`src/pse_pkg.sv`:
```
package pse_pkg;

    // PTP message types (low nibble of header byte 0)
    localparam logic [3:0] MSG_SYNC     = 4'h0;
    localparam logic [3:0] MSG_FOLLOW   = 4'h8;
    localparam logic [3:0] MSG_DLY_RESP = 4'h9;

    // header and timestamp sizes in bytes
    localparam logic [15:0] HEADER_LEN    = 16'd34;
    localparam logic [15:0] STAMP_LEN     = 16'd10;
    localparam logic [15:0] MIN_STAMP_LEN = HEADER_LEN + STAMP_LEN;

    // timestamp limits
    localparam logic [47:0] MAX_SECONDS = 48'd9_000_000_000;
    localparam logic [31:0] NS_PER_SEC  = 32'd1_000_000_000;
    localparam logic [29:0] NS_MULT     = 30'd1_000_000_000;

    // result kinds
    localparam logic KIND_REQ  = 1'b0;
    localparam logic KIND_DONE = 1'b1;

    // result queue geometry
    localparam int QDEPTH = 4;
    localparam int QPTR_W = 2;
    localparam int QCNT_W = 3;

    // decoded and pre-multiplied message held in the input register
    typedef struct packed {
        logic        general;
        logic [3:0]  msg_type;
        logic        len_ok;
        logic        stamp_ok;
        logic        stamp_nz;
        logic [62:0] prod;
        logic [29:0] nanos;
        logic [62:0] local_time;
    } t_s1;

    // one result word
    typedef struct packed {
        logic        kind;
        logic [62:0] t1;
        logic [62:0] t2;
        logic [62:0] t3;
        logic [62:0] t4;
        logic        last;
    } t_result;

    // up to two results written to the queue in one cycle
    typedef struct packed {
        logic [1:0] count;
        t_result    first;
        t_result    second;
    } t_push;

endpackage

```
`src/pse_stamp.sv`:
```
module pse_stamp (
    input  logic            i_clk,
    input  logic            i_rst_n,
    input  logic            i_valid,
    output logic            o_stall,
    input  logic            i_on_general_port,
    input  logic [7:0]      i_first_byte,
    input  logic [15:0]     i_msg_length,
    input  logic [47:0]     i_ts_seconds,
    input  logic [31:0]     i_ts_nanos,
    input  logic [62:0]     i_local_time_ns,
    input  logic            i_adv,
    output logic            o_valid,
    output pse_pkg::t_s1    o_s1
);
    import pse_pkg::*;

    logic        r_valid;
    logic        w_load;
    t_s1         r_s1;
    t_s1         n_s1;
    logic [63:0] w_prod;

    assign o_stall = r_valid & ~i_adv;
    assign w_load  = i_valid & ~o_stall;

    // seconds above 9e9 never count, so only the low 34 bits are multiplied
    assign w_prod = {30'd0, i_ts_seconds[33:0]} * {34'd0, NS_MULT};

    // decode the message ahead of the register
    always_comb begin
        n_s1.general    = i_on_general_port;
        n_s1.msg_type   = i_first_byte[3:0];
        n_s1.len_ok     = i_msg_length >= HEADER_LEN;
        n_s1.stamp_ok   = (i_msg_length >= MIN_STAMP_LEN) &&
                          (i_ts_seconds <= MAX_SECONDS) &&
                          (i_ts_nanos < NS_PER_SEC);
        n_s1.stamp_nz   = (i_ts_seconds != 48'd0) || (i_ts_nanos != 32'd0);
        n_s1.prod       = w_prod[62:0];
        n_s1.nanos      = i_ts_nanos[29:0];
        n_s1.local_time = i_local_time_ns;
    end

    // input register
    always_ff @(posedge i_clk) begin
        if (!i_rst_n) begin
            r_valid <= 1'b0;
        end else if (w_load) begin
            r_valid <= 1'b1;
        end else if (i_adv) begin
            r_valid <= 1'b0;
        end
    end

    always_ff @(posedge i_clk) begin
        if (w_load) begin
            r_s1 <= n_s1;
        end
    end

    assign o_valid = r_valid;
    assign o_s1    = r_s1;

endmodule

```
`src/pse_track.sv`:
```
module pse_track (
    input  logic            i_clk,
    input  logic            i_rst_n,
    input  logic            i_take,
    input  pse_pkg::t_s1    i_s1,
    output pse_pkg::t_push  o_push
);
    import pse_pkg::*;

    logic [62:0] r_t1, r_t2, r_t3, r_t4;
    logic [62:0] n_t1, n_t2, n_t3, n_t4;
    logic        r_sync_seen, r_t1_known, r_req_sent, r_resp_seen;
    logic        n_sync_seen, n_t1_known, n_req_sent, n_resp_seen;
    logic [62:0] w_ts;
    logic        w_sync, w_fu, w_dr, w_done;
    t_result     w_req_res, w_done_res;

    assign w_ts = i_s1.prod + {33'd0, i_s1.nanos};

    assign w_sync = i_s1.len_ok & ~i_s1.general & (i_s1.msg_type == MSG_SYNC);
    assign w_fu   = i_s1.len_ok & i_s1.general & (i_s1.msg_type == MSG_FOLLOW) &
                    r_sync_seen & i_s1.stamp_ok;
    assign w_dr   = i_s1.len_ok & i_s1.general & (i_s1.msg_type == MSG_DLY_RESP) &
                    i_s1.stamp_ok;

    // exchange state update and completion check
    always_comb begin
        n_t1        = r_t1;
        n_t2        = r_t2;
        n_t3        = r_t3;
        n_t4        = r_t4;
        n_sync_seen = r_sync_seen;
        n_t1_known  = r_t1_known;
        n_req_sent  = r_req_sent;
        n_resp_seen = r_resp_seen;
        w_done      = 1'b0;
        if (i_take) begin
            if (w_sync) begin
                n_t2        = i_s1.local_time;
                n_t3        = i_s1.local_time;
                n_sync_seen = 1'b1;
                n_req_sent  = 1'b1;
                if (i_s1.stamp_ok && i_s1.stamp_nz) begin
                    n_t1       = w_ts;
                    n_t1_known = 1'b1;
                end else begin
                    n_t1_known = 1'b0;
                end
            end
            if (w_fu) begin
                n_t1       = w_ts;
                n_t1_known = 1'b1;
            end
            if (w_dr) begin
                n_t4        = w_ts;
                n_resp_seen = 1'b1;
            end
            w_done = n_sync_seen & n_t1_known & n_req_sent & n_resp_seen;
            if (w_done) begin
                n_sync_seen = 1'b0;
                n_t1_known  = 1'b0;
                n_req_sent  = 1'b0;
                n_resp_seen = 1'b0;
            end
        end
    end

    // result words
    always_comb begin
        w_req_res.kind  = KIND_REQ;
        w_req_res.t1    = 63'd0;
        w_req_res.t2    = 63'd0;
        w_req_res.t3    = i_s1.local_time;
        w_req_res.t4    = 63'd0;
        w_req_res.last  = ~w_done;

        w_done_res.kind = KIND_DONE;
        w_done_res.t1   = n_t1;
        w_done_res.t2   = n_t2;
        w_done_res.t3   = n_t3;
        w_done_res.t4   = n_t4;
        w_done_res.last = 1'b1;

        o_push.second = w_done_res;
        if (i_take && w_sync) begin
            o_push.first = w_req_res;
            o_push.count = w_done ? 2'd2 : 2'd1;
        end else begin
            o_push.first = w_done_res;
            o_push.count = w_done ? 2'd1 : 2'd0;
        end
    end

    always_ff @(posedge i_clk) begin
        if (!i_rst_n) begin
            r_sync_seen <= 1'b0;
            r_t1_known  <= 1'b0;
            r_req_sent  <= 1'b0;
            r_resp_seen <= 1'b0;
        end else begin
            r_sync_seen <= n_sync_seen;
            r_t1_known  <= n_t1_known;
            r_req_sent  <= n_req_sent;
            r_resp_seen <= n_resp_seen;
        end
    end

    // held stamps are only read under their flags
    always_ff @(posedge i_clk) begin
        r_t1 <= n_t1;
        r_t2 <= n_t2;
        r_t3 <= n_t3;
        r_t4 <= n_t4;
    end

`ifndef SYNTHESIS
    // a double push is always a request followed by a completed exchange
    a_pair_order: assert property (@(posedge i_clk) disable iff (!i_rst_n)
        (o_push.count == 2'd2) |->
            (o_push.first.kind == KIND_REQ && o_push.second.kind == KIND_DONE &&
             !o_push.first.last))
        else $error("double push out of order");

    // completion clears every flag
    a_done_clears: assert property (@(posedge i_clk) disable iff (!i_rst_n)
        (i_take && w_done) |=>
            (!r_sync_seen && !r_t1_known && !r_req_sent && !r_resp_seen))
        else $error("flags left set after completion");

    // a request or t1 is only held within a Sync
    a_flags_need_sync: assert property (@(posedge i_clk) disable iff (!i_rst_n)
        (r_req_sent || r_t1_known) |-> r_sync_seen)
        else $error("request or t1 held without Sync");
`endif

endmodule

```
`src/pse_outq.sv`:
```
module pse_outq (
    input  logic              i_clk,
    input  logic              i_rst_n,
    input  pse_pkg::t_push    i_push,
    output logic              o_room,
    output logic              o_valid,
    input  logic              i_stall,
    output pse_pkg::t_result  o_head
);
    import pse_pkg::*;

    t_result              r_mem [QDEPTH];
    logic [QPTR_W-1:0]    r_wr_ptr, r_rd_ptr;
    logic [QCNT_W-1:0]    r_count;
    logic [QCNT_W-1:0]    n_count;
    logic                 w_pop;
    logic [QPTR_W-1:0]    w_wr_next;

    assign o_valid   = r_count != '0;
    assign w_pop     = o_valid & ~i_stall;
    assign o_room    = r_count <= QCNT_W'(QDEPTH - 2);
    assign w_wr_next = r_wr_ptr + 1'b1;
    assign n_count   = r_count + QCNT_W'(i_push.count) - QCNT_W'(w_pop);
    assign o_head    = r_mem[r_rd_ptr];

    // pointers and fill count
    always_ff @(posedge i_clk) begin
        if (!i_rst_n) begin
            r_wr_ptr <= '0;
            r_rd_ptr <= '0;
            r_count  <= '0;
        end else begin
            r_wr_ptr <= r_wr_ptr + QPTR_W'(i_push.count);
            r_rd_ptr <= r_rd_ptr + QPTR_W'(w_pop);
            r_count  <= n_count;
        end
    end

    // up to two words written per cycle
    always_ff @(posedge i_clk) begin
        if (i_push.count != 2'd0) begin
            r_mem[r_wr_ptr] <= i_push.first;
        end
        if (i_push.count == 2'd2) begin
            r_mem[w_wr_next] <= i_push.second;
        end
    end

`ifndef SYNTHESIS
    // writes only arrive when two slots are free
    a_no_overflow: assert property (@(posedge i_clk) disable iff (!i_rst_n)
        (i_push.count != 2'd0) |-> o_room)
        else $error("result queue overflow");

    // fill count never exceeds the depth
    a_count_range: assert property (@(posedge i_clk) disable iff (!i_rst_n)
        r_count <= QCNT_W'(QDEPTH))
        else $error("result queue count out of range");

    // a stalled head is not lost
    a_stall_keeps: assert property (@(posedge i_clk) disable iff (!i_rst_n)
        (o_valid && i_stall) |=> (o_valid && $stable(r_rd_ptr)))
        else $error("stalled result dropped");
`endif

endmodule

```
`src/ptp_slave_exchange_assembler.sv`:
```
// Channel   Handshake           Words
// input     i_valid / o_stall   received PTP message: port, byte 0, length, stamp, local time
// output    o_valid / i_stall   delay request to send or completed t1..t4 exchange
//
// One message taken per cycle unless o_stall; results pass the input register and queue.
// Rate is set by the result queue: a Sync that also completes an exchange writes two words.
// o_stall rises while the input register holds a message and the queue has fewer than
// two free slots; the queue drains one word per cycle while i_stall is low.
// Reset (i_rst_n low, synchronous) empties the pipeline and clears all exchange flags.
module ptp_slave_exchange_assembler (
    input  logic        i_clk,
    input  logic        i_rst_n,
    input  logic        i_valid,
    output logic        o_stall,
    input  logic        i_on_general_port,
    input  logic [7:0]  i_first_byte,
    input  logic [15:0] i_msg_length,
    input  logic [47:0] i_ts_seconds,
    input  logic [31:0] i_ts_nanos,
    input  logic [62:0] i_local_time_ns,
    output logic        o_valid,
    input  logic        i_stall,
    output logic        o_result_kind,
    output logic [62:0] o_t1_master_sync,
    output logic [62:0] o_t2_local_sync,
    output logic [62:0] o_t3_local_req,
    output logic [62:0] o_t4_master_req,
    output logic        o_last_of_run
);
    import pse_pkg::*;

    logic    w_s1_valid;
    t_s1     w_s1;
    logic    w_room;
    logic    w_take;
    t_push   w_push;
    t_result w_head;

    // message moves on when the queue can take its results
    assign w_take = w_s1_valid & w_room;

    pse_stamp u_stamp (
        .i_clk             (i_clk),
        .i_rst_n           (i_rst_n),
        .i_valid           (i_valid),
        .o_stall           (o_stall),
        .i_on_general_port (i_on_general_port),
        .i_first_byte      (i_first_byte),
        .i_msg_length      (i_msg_length),
        .i_ts_seconds      (i_ts_seconds),
        .i_ts_nanos        (i_ts_nanos),
        .i_local_time_ns   (i_local_time_ns),
        .i_adv             (w_room),
        .o_valid           (w_s1_valid),
        .o_s1              (w_s1)
    );

    pse_track u_track (
        .i_clk   (i_clk),
        .i_rst_n (i_rst_n),
        .i_take  (w_take),
        .i_s1    (w_s1),
        .o_push  (w_push)
    );

    pse_outq u_outq (
        .i_clk   (i_clk),
        .i_rst_n (i_rst_n),
        .i_push  (w_push),
        .o_room  (w_room),
        .o_valid (o_valid),
        .i_stall (i_stall),
        .o_head  (w_head)
    );

    assign o_result_kind    = w_head.kind;
    assign o_t1_master_sync = w_head.t1;
    assign o_t2_local_sync  = w_head.t2;
    assign o_t3_local_req   = w_head.t3;
    assign o_t4_master_req  = w_head.t4;
    assign o_last_of_run    = w_head.last;

endmodule
```
`config.mk`:
```
export PLATFORM = sky130hd
export DESIGN_NAME = ptp_slave_exchange_assembler
export DESIGN_NICKNAME = d
export VERILOG_FILES = /design/src/pse_pkg.sv /design/src/pse_stamp.sv /design/src/pse_track.sv /design/src/pse_outq.sv /design/src/ptp_slave_exchange_assembler.sv
export SDC_FILE = /design/constraint.sdc
export NUM_CORES = 2
export LEC_CHECK = 0
export ABC_AREA = 1
export BUFFER_PORTS_ARGS = -buffer_cell sky130_fd_sc_hd__buf_2
export CAP_MARGIN = 10
export CORE_ASPECT_RATIO = 0.7
export CORE_MARGIN = 3
export CORE_UTILIZATION = 25
export DETAILED_ROUTE_END_ITERATION = 16
export PLACE_DENSITY = 0.38
export SLEW_MARGIN = 20
export SYNTH_ARGS = -nofsm -noshare
export SYNTH_HDL_FRONTEND = slang
export SYNTH_SLANG_ARGS = --single-unit
export TNS_END_PERCENT = 10
```
`constraint.sdc`:
```
create_clock -name i_clk -period 9.4 [get_ports i_clk]
set_clock_uncertainty 0.1 [all_clocks]
set_input_delay 0.47 -clock i_clk [delete_from_list [all_inputs] [get_ports i_clk]]
set_output_delay 0.47 -clock i_clk [all_outputs]
set_load 0.03 [all_outputs]
```
Yosys cells after proc, flatten, opt, wreduce, memory -nomap -nowiden:

Memory sizes are Yosys's and may differ from the RTL's. A register that Yosys moved wholly into a read port is not among the register bits.
Index checks and enable logic that the tools add are counted.

* bits in registers: 419
* RAM bits: 1016
* input bits: 172
* output and inout port bits: 256
* logic and storage cells: 102
* memories: 1

* add/subtract/negate cells: 6
* multipliers: 1
* magnitude comparators: 5
* eq/ne operators: 3
* muxes and demuxes: 35
* bitwise gates (word level): 20
* reduce and logical (&&, ||, !) cells: 11

Memories
* u_outq.r_mem: depth 4, bits a word 254, rd ports 1, clocked after memory_dff 1, write ports 2, line pse_outq.sv:12 `t_result r_mem [QDEPTH];`

Operators with widths (count)
* $mux 63: 10
* $mux 256: 1
* $add 63x30->63: 1
* $mul 34x21->54 const B: 1
* $le 48x34->1 const B: 1
* $reduce_bool 48->1: 1
* $ge 16x6->1 const B: 2
* $lt 32x30->1 const B: 1
* $reduce_bool 32->1: 1
* $mux 1: 22
* $and 1x1->1: 15
* $eq 4x4->1 const B: 2
* $not 1->1: 5
* $logic_and 1x1->1: 4
* $logic_not 4->1: 1
* $mux 2: 2
* $reduce_bool 2->1: 2
* $add 3x2->3: 1
* $le 3x2->1 const B: 1
* $reduce_bool 3->1: 1
* $sub 3x1->3: 1
* $add 2x1->2: 1
* $add 2x1->2 const B: 1
* $add 2x2->2: 1
* other kinds (2): 2

Depth between registers and ports, before layout:

* word-level depth: 15
* depth in mapped cells: 27
* gate-level depth less buffers: 27

By module:

Synthesis repeated with hierarchy kept, for this count alone.

* cells, all modules: 9496
* area total of the unflattened synthesis: 83851.7 sq um

Modules (own cells, without submodules)
* pse_outq: instances 1, cells an instance 5034, area each 48813.1 sq um, sequential area each 30649.4 sq um
* pse_stamp: instances 1, cells an instance 2250, area each 21229.1 sq um, sequential area each 4674.5 sq um
* pse_track: instances 1, cells an instance 2210, area each 13802.0 sq um, sequential area each 5124.9 sq um
* ptp_slave_exchange_assembler: instances 1, cells an instance 2, area each 7.5 sq um, sequential area each 0.0 sq um

Worst setup path after synthesis:

OpenSTA, ideal clock, no wires.

* kind: reg-to-reg
* start point: register u_stamp.r_s1, in the netlist u_stamp.o_s1[159]
* end point: memory u_outq.r_mem[0][228] in the netlist's numbering, data pin
* library setup time: 0.139 ns
* arrival time: 8.251 ns
* required time: 9.161 ns
* slack: 0.910 ns
* cell stages (with the launch flop): 16
* path buffers: 5
* clock period less this slack: 8.490 ns
* cells stage by stage: edfxtp_1 > nor2_2 > nand3_4 > nor2_4 > buf_2 > buf_2 > ha_1 > inv_2 > nor3_2 > inv_2 > nand2_1 > o21ai_1 > buf_2 > buf_4 > buf_4 > nor2_1

RTL lines
* start, declared: line pse_stamp.sv:20 `t_s1 r_s1;`
* start signal, assigned: line pse_stamp.sv:57 `r_s1 <= n_s1;`
* end, declared: line pse_outq.sv:12

==> impl_metrics.py <==
metrics = {
    "power": {
        "switching_share_pct": 49.2,
        "p_int_w": 0.0178,
        "pwr-share-clk_pct": 17.6,
        "vdd_drop_max_v": 0.000515,
        "p_sw_w": 0.0173,
        "pwr-share-comb_pct": 58.6,
        "leakagePower_nw": 32.7,
        "pwr-share-seq_pct": 23.8,
        "power_w": 0.0351,
        "power_density_nw_per_um2": 399,
    },
    "clocking": {
        "cts-root-buf": "clkbuf_16",
        "cts_buffers": 162,
        "cts_resized": 0,
        "htree_levels": 4,
        "clk_pin_slew_ns": 0.08,
        "cts_max_path_buffers": 4,
        "clock_latency_ns": 0.84,
        "clock_sinks": 1435,
        "cts_tree": "yes",
    },
    "setup_path": {
        "worst_path_most_repeated_cell": "fa_1",
        "reg2reg_slack_ns": 3.46,
        "cp_cell_sequence": "dlygate4sd3_1, buf_2, inv_1, fa_1, fa_1, fa_1, fa_1, fa_1, inv_1, fa_1, inv_1, fa_1, inv_1, ha_1, nand2_1, nor2_1, inv_1, nor4_1, nand3_1, nand4_1, nand2_1",
        "critPathMaxStageDelay_ns": 0.61,
        "crit_slowest_cell": "nor4_1",
        "start_kind": "primary input",
        "endpoint_kind": "flip-flop",
        "cp_max_fo": 8,
        "worst_ep_required_time_ns": 9.85,
        "path_class": "in2reg",
        "arrival_ns": 7.16,
    },
    "sta": {
        "period_share_pct": 71.4,
        "setup_viol": 0,
        "fin_setup_tns_ns": 0,
        "maxSlewHeadroom_pct": 26.2,
        "tightest_slew_ns": 1.11,
        "clock.fmax_mhz": 149,
        "rsz0062_at_grt": "false",
        "finalHoldViolCount": 0,
        "fin_crit_ns": 6.72,
        "slew_violations": 0,
    },
    "placed_design": {
        "place_hpwl_mm": 180,
        "routabilityCongestion": 0.894,
        "dp_cells": 11600,
        "io_buffers": 422,
    },
    "logic_synthesis": {
        "synth_nets": 8314,
        "ys_seq_area_share_pct": 53.5,
        "synth_cell_type_count": 52,
        "synth-seq-cells": 1435,
        "postSynth.asyncResetShare_pct": 0,
        "syn_area_per_cell_um2": 10.1,
        "synth_edf_count": 1163,
        "synthFlopType": "edfxtp_1",
        "ys_warn_count": 0,
        "syn_area_um2": 75500,
        "syn_inst": 7480,
    },
    "floorplanning": {
        "num_rows": 168,
        "die-width_um": 663,
        "core_area_um2": 300000,
        "ioPinCount": 428,
        "start_util_pct": 25.2,
        "die-area_um2": 309000,
        "die_h_um": 466,
    },
    "drt": {
        "via_per_inst": 4.49,
        "avgRoutedWirePerCell_um": 22.7,
        "via_count": 54000,
        "drtIter0Drc": 4298,
        "antenna_left": 0,
        "drc_errors": 0,
        "first_pass_iters": 6,
        "routed_wirelength_mm": 273,
    },
    "run": {
        "cap_viol_max_count": 0,
    },
    "global_route": {
        "antenna_found_initial": 23,
        "grt_first_pass_wirelength_mm": 394,
        "first_global_vias": 54100,
        "gr-usage-met1_pct": 26.3,
        "grtUsageMet2_pct": 26.1,
        "grt_use_met3_pct": 2.80,
        "grt-busiest-layer": "met1",
        "grt_use_total_pct": 17.4,
        "grt.overflow.total": 0,
        "grt_max_degree": 197,
    },
    "final_layout": {
        "multi_input_area_um2": 29600,
        "syn_to_final_growth_pct": 16.3,
        "seqCellArea_um2": 40400,
        "nFillCells": 31400,
        "drive_above_1_share_pct": 13.5,
        "fin_nets": 8746,
        "finalNonFillerCells": 12000,
    },
    "hold_path": {
        "min_path_type": "in2reg",
    },
    "run_status": {
        "status": "complete, no violations",
    },
}
## per-layer routing
layer	vias to the layer above	share of wire, %
li1	25400	-
met3	244	5.5
met1	27000	50
met2	1317	42
met4	2	2.1
met5	-	0.0048
## cell type report
type	instances	share of cell area, %
clock buffer	234	5.17
sequential	1435	46.0
clock inverter	53	0.482
tap	3995	5.69
antenna	7	0.0199
multi-input combinational	4613	33.7
inverter	1110	4.76
timing repair buffer	590	4.25
## cell usage after synthesis, types with 19 or more instances
library cell	count	area (um^2)
a21oi_1	105	526
buf_2	75	375
buf_4	30	225
clkbuf_1	196	736
dfxtp_1	272	5450
edfxtp_1	1163	34900
fa_1	336	6730
ha_1	326	4080
inv_1	1091	4100
inv_2	19	71.3
nand2_1	545	2050
nand2_2	30	188
nand3_1	159	796
nand4_1	38	238
nor2_1	1763	6620
nor3_1	19	95.1
o21ai_0	567	2840
o21ai_1	19	95.1
o21ai_2	172	1510
o22ai_1	254	1590
or2_2	97	607
xnor2_1	25	219
xor2_1	37	324
## sequential cells by signal, indices dropped and copies added, names as in the netlist, 3 cells and up
register	flops
u_track.r_t2	63
u_track.r_t4	63
u_outq.r_mem	1016
u_track.r_t3	63
u_track.r_t1	63
u_outq.r_count	3
u_stamp.o_s1	155
## logic make-up after synthesis
| group | after synthesis | share of synthesized area (%) |
|---|---|---|
| and+or+nand+nor | 2726 | 14.8 |
| DFF | 1435 | 53.5 |
| buffers and inverters | 1432 | 7.54 |
| AOI/OAI and AO/OA | 1163 | 9.16 |
| adders and majority gates | 662 | 14.3 |
| xor gates and xnor gates | 62 | 0.719 |
## per-stage QoR
step / hold slack, ns / util, % / area, um^2 / setup WS (ns)
floorplan: 0.321 / - / 75500 / 0.910
global placement: 0.340 / 27.3 / 81800 / 2.42
detailed placement: 0.339 / 27.3 / 81800 / 2.46
CTS: 0.0193 / 29.3 / 87800 / 2.85
global route: 0.0433 / 29.3 / 87800 / 2.53
finish: 0.0908 / 29.3 / 87800 / 2.68
## path summary, 6_finish.rpt
path / end / cells after the start / startpoint
min reg2reg: u_outq.r_mem[2][253]$_SDFFE_PP1P_ / 2 / u_outq.r_mem[2][253]$_SDFFE_PP1P_
max reg2reg: u_outq.r_mem[0][12]$_DFFE_PP_ / 11 / u_stamp.o_s1[159]$_DFFE_PP_
min: u_stamp.o_s1[158]$_DFFE_PP_ / 3 / i_msg_length[1]
max: u_stamp.o_s1[151]$_DFFE_PP_ / 21 / i_ts_seconds[1]
## critical path, delay by kind of cell
family | cells | cell delay, ns
AND/OR/NAND/NOR | 6 | 1.60
buffers and inverters | 7 | 1.18
adder cells (fa/ha/maj) | 8 | 3.90
## power by group through the flow
stage / clock [W] / combinational, W / sequential [W]
floorplan: 0 / 0.0134 / 0.00834
global placement: 0 / 0.0208 / 0.00849
detailed placement: 0 / 0.0206 / 0.00849
CTS: 0.00637 / 0.0208 / 0.00836
global route: 0.00662 / 0.0230 / 0.00841
finish: 0.00617 / 0.0205 / 0.00835
## cells in the final DEF (no fill, tap or decap), types with 7 or more instances in the layout
| master | Yosys | routed |
|---|---|---|
| nor2_1 | 1763 | 1762 |
| edfxtp_1 | 1163 | 1163 |
| inv_1 | 1091 | 1088 |
| o21ai_0 | 567 | 567 |
| nand2_1 | 545 | 542 |
| buf_2 | 75 | 422 |
| fa_1 | 336 | 336 |
| ha_1 | 326 | 326 |
| dfxtp_1 | 272 | 270 |
| o22ai_1 | 254 | 254 |
| o21ai_2 | 172 | 172 |
| clkbuf_16 | 0 | 165 |
| nand3_1 | 159 | 159 |
| a21oi_1 | 105 | 105 |
| dlygate4sd3_1 | 0 | 103 |
| or2_2 | 97 | 97 |
| buf_4 | 30 | 57 |
| clkbuf_1 | 196 | 54 |
| nand4_1 | 38 | 38 |
| xor2_1 | 37 | 37 |
| nand2_2 | 30 | 29 |
| xnor2_1 | 25 | 25 |
| clkinv_2 | 0 | 22 |
| inv_2 | 19 | 19 |
| nor3_1 | 19 | 18 |
| nor2_2 | 18 | 17 |
| nor4_1 | 18 | 17 |
| o21bai_1 | 15 | 15 |
| o21ai_1 | 19 | 15 |
| clkbuf_8 | 0 | 15 |
| clkinv_1 | 0 | 14 |
| nand3_2 | 9 | 9 |
| nor3_2 | 8 | 9 |
| a31oi_1 | 8 | 8 |
| buf_12 | 0 | 8 |
| diode_2 | 0 | 7 |
| nand3b_1 | 7 | 7 |
| inv_6 | 0 | 7 |
## timing repair
action	4_1_cts	5_1_grt
endpoints found under the hold margin	112	0
setup buffers	0	0
hold buffers	103	0
(Power assumes the default switching activity.)
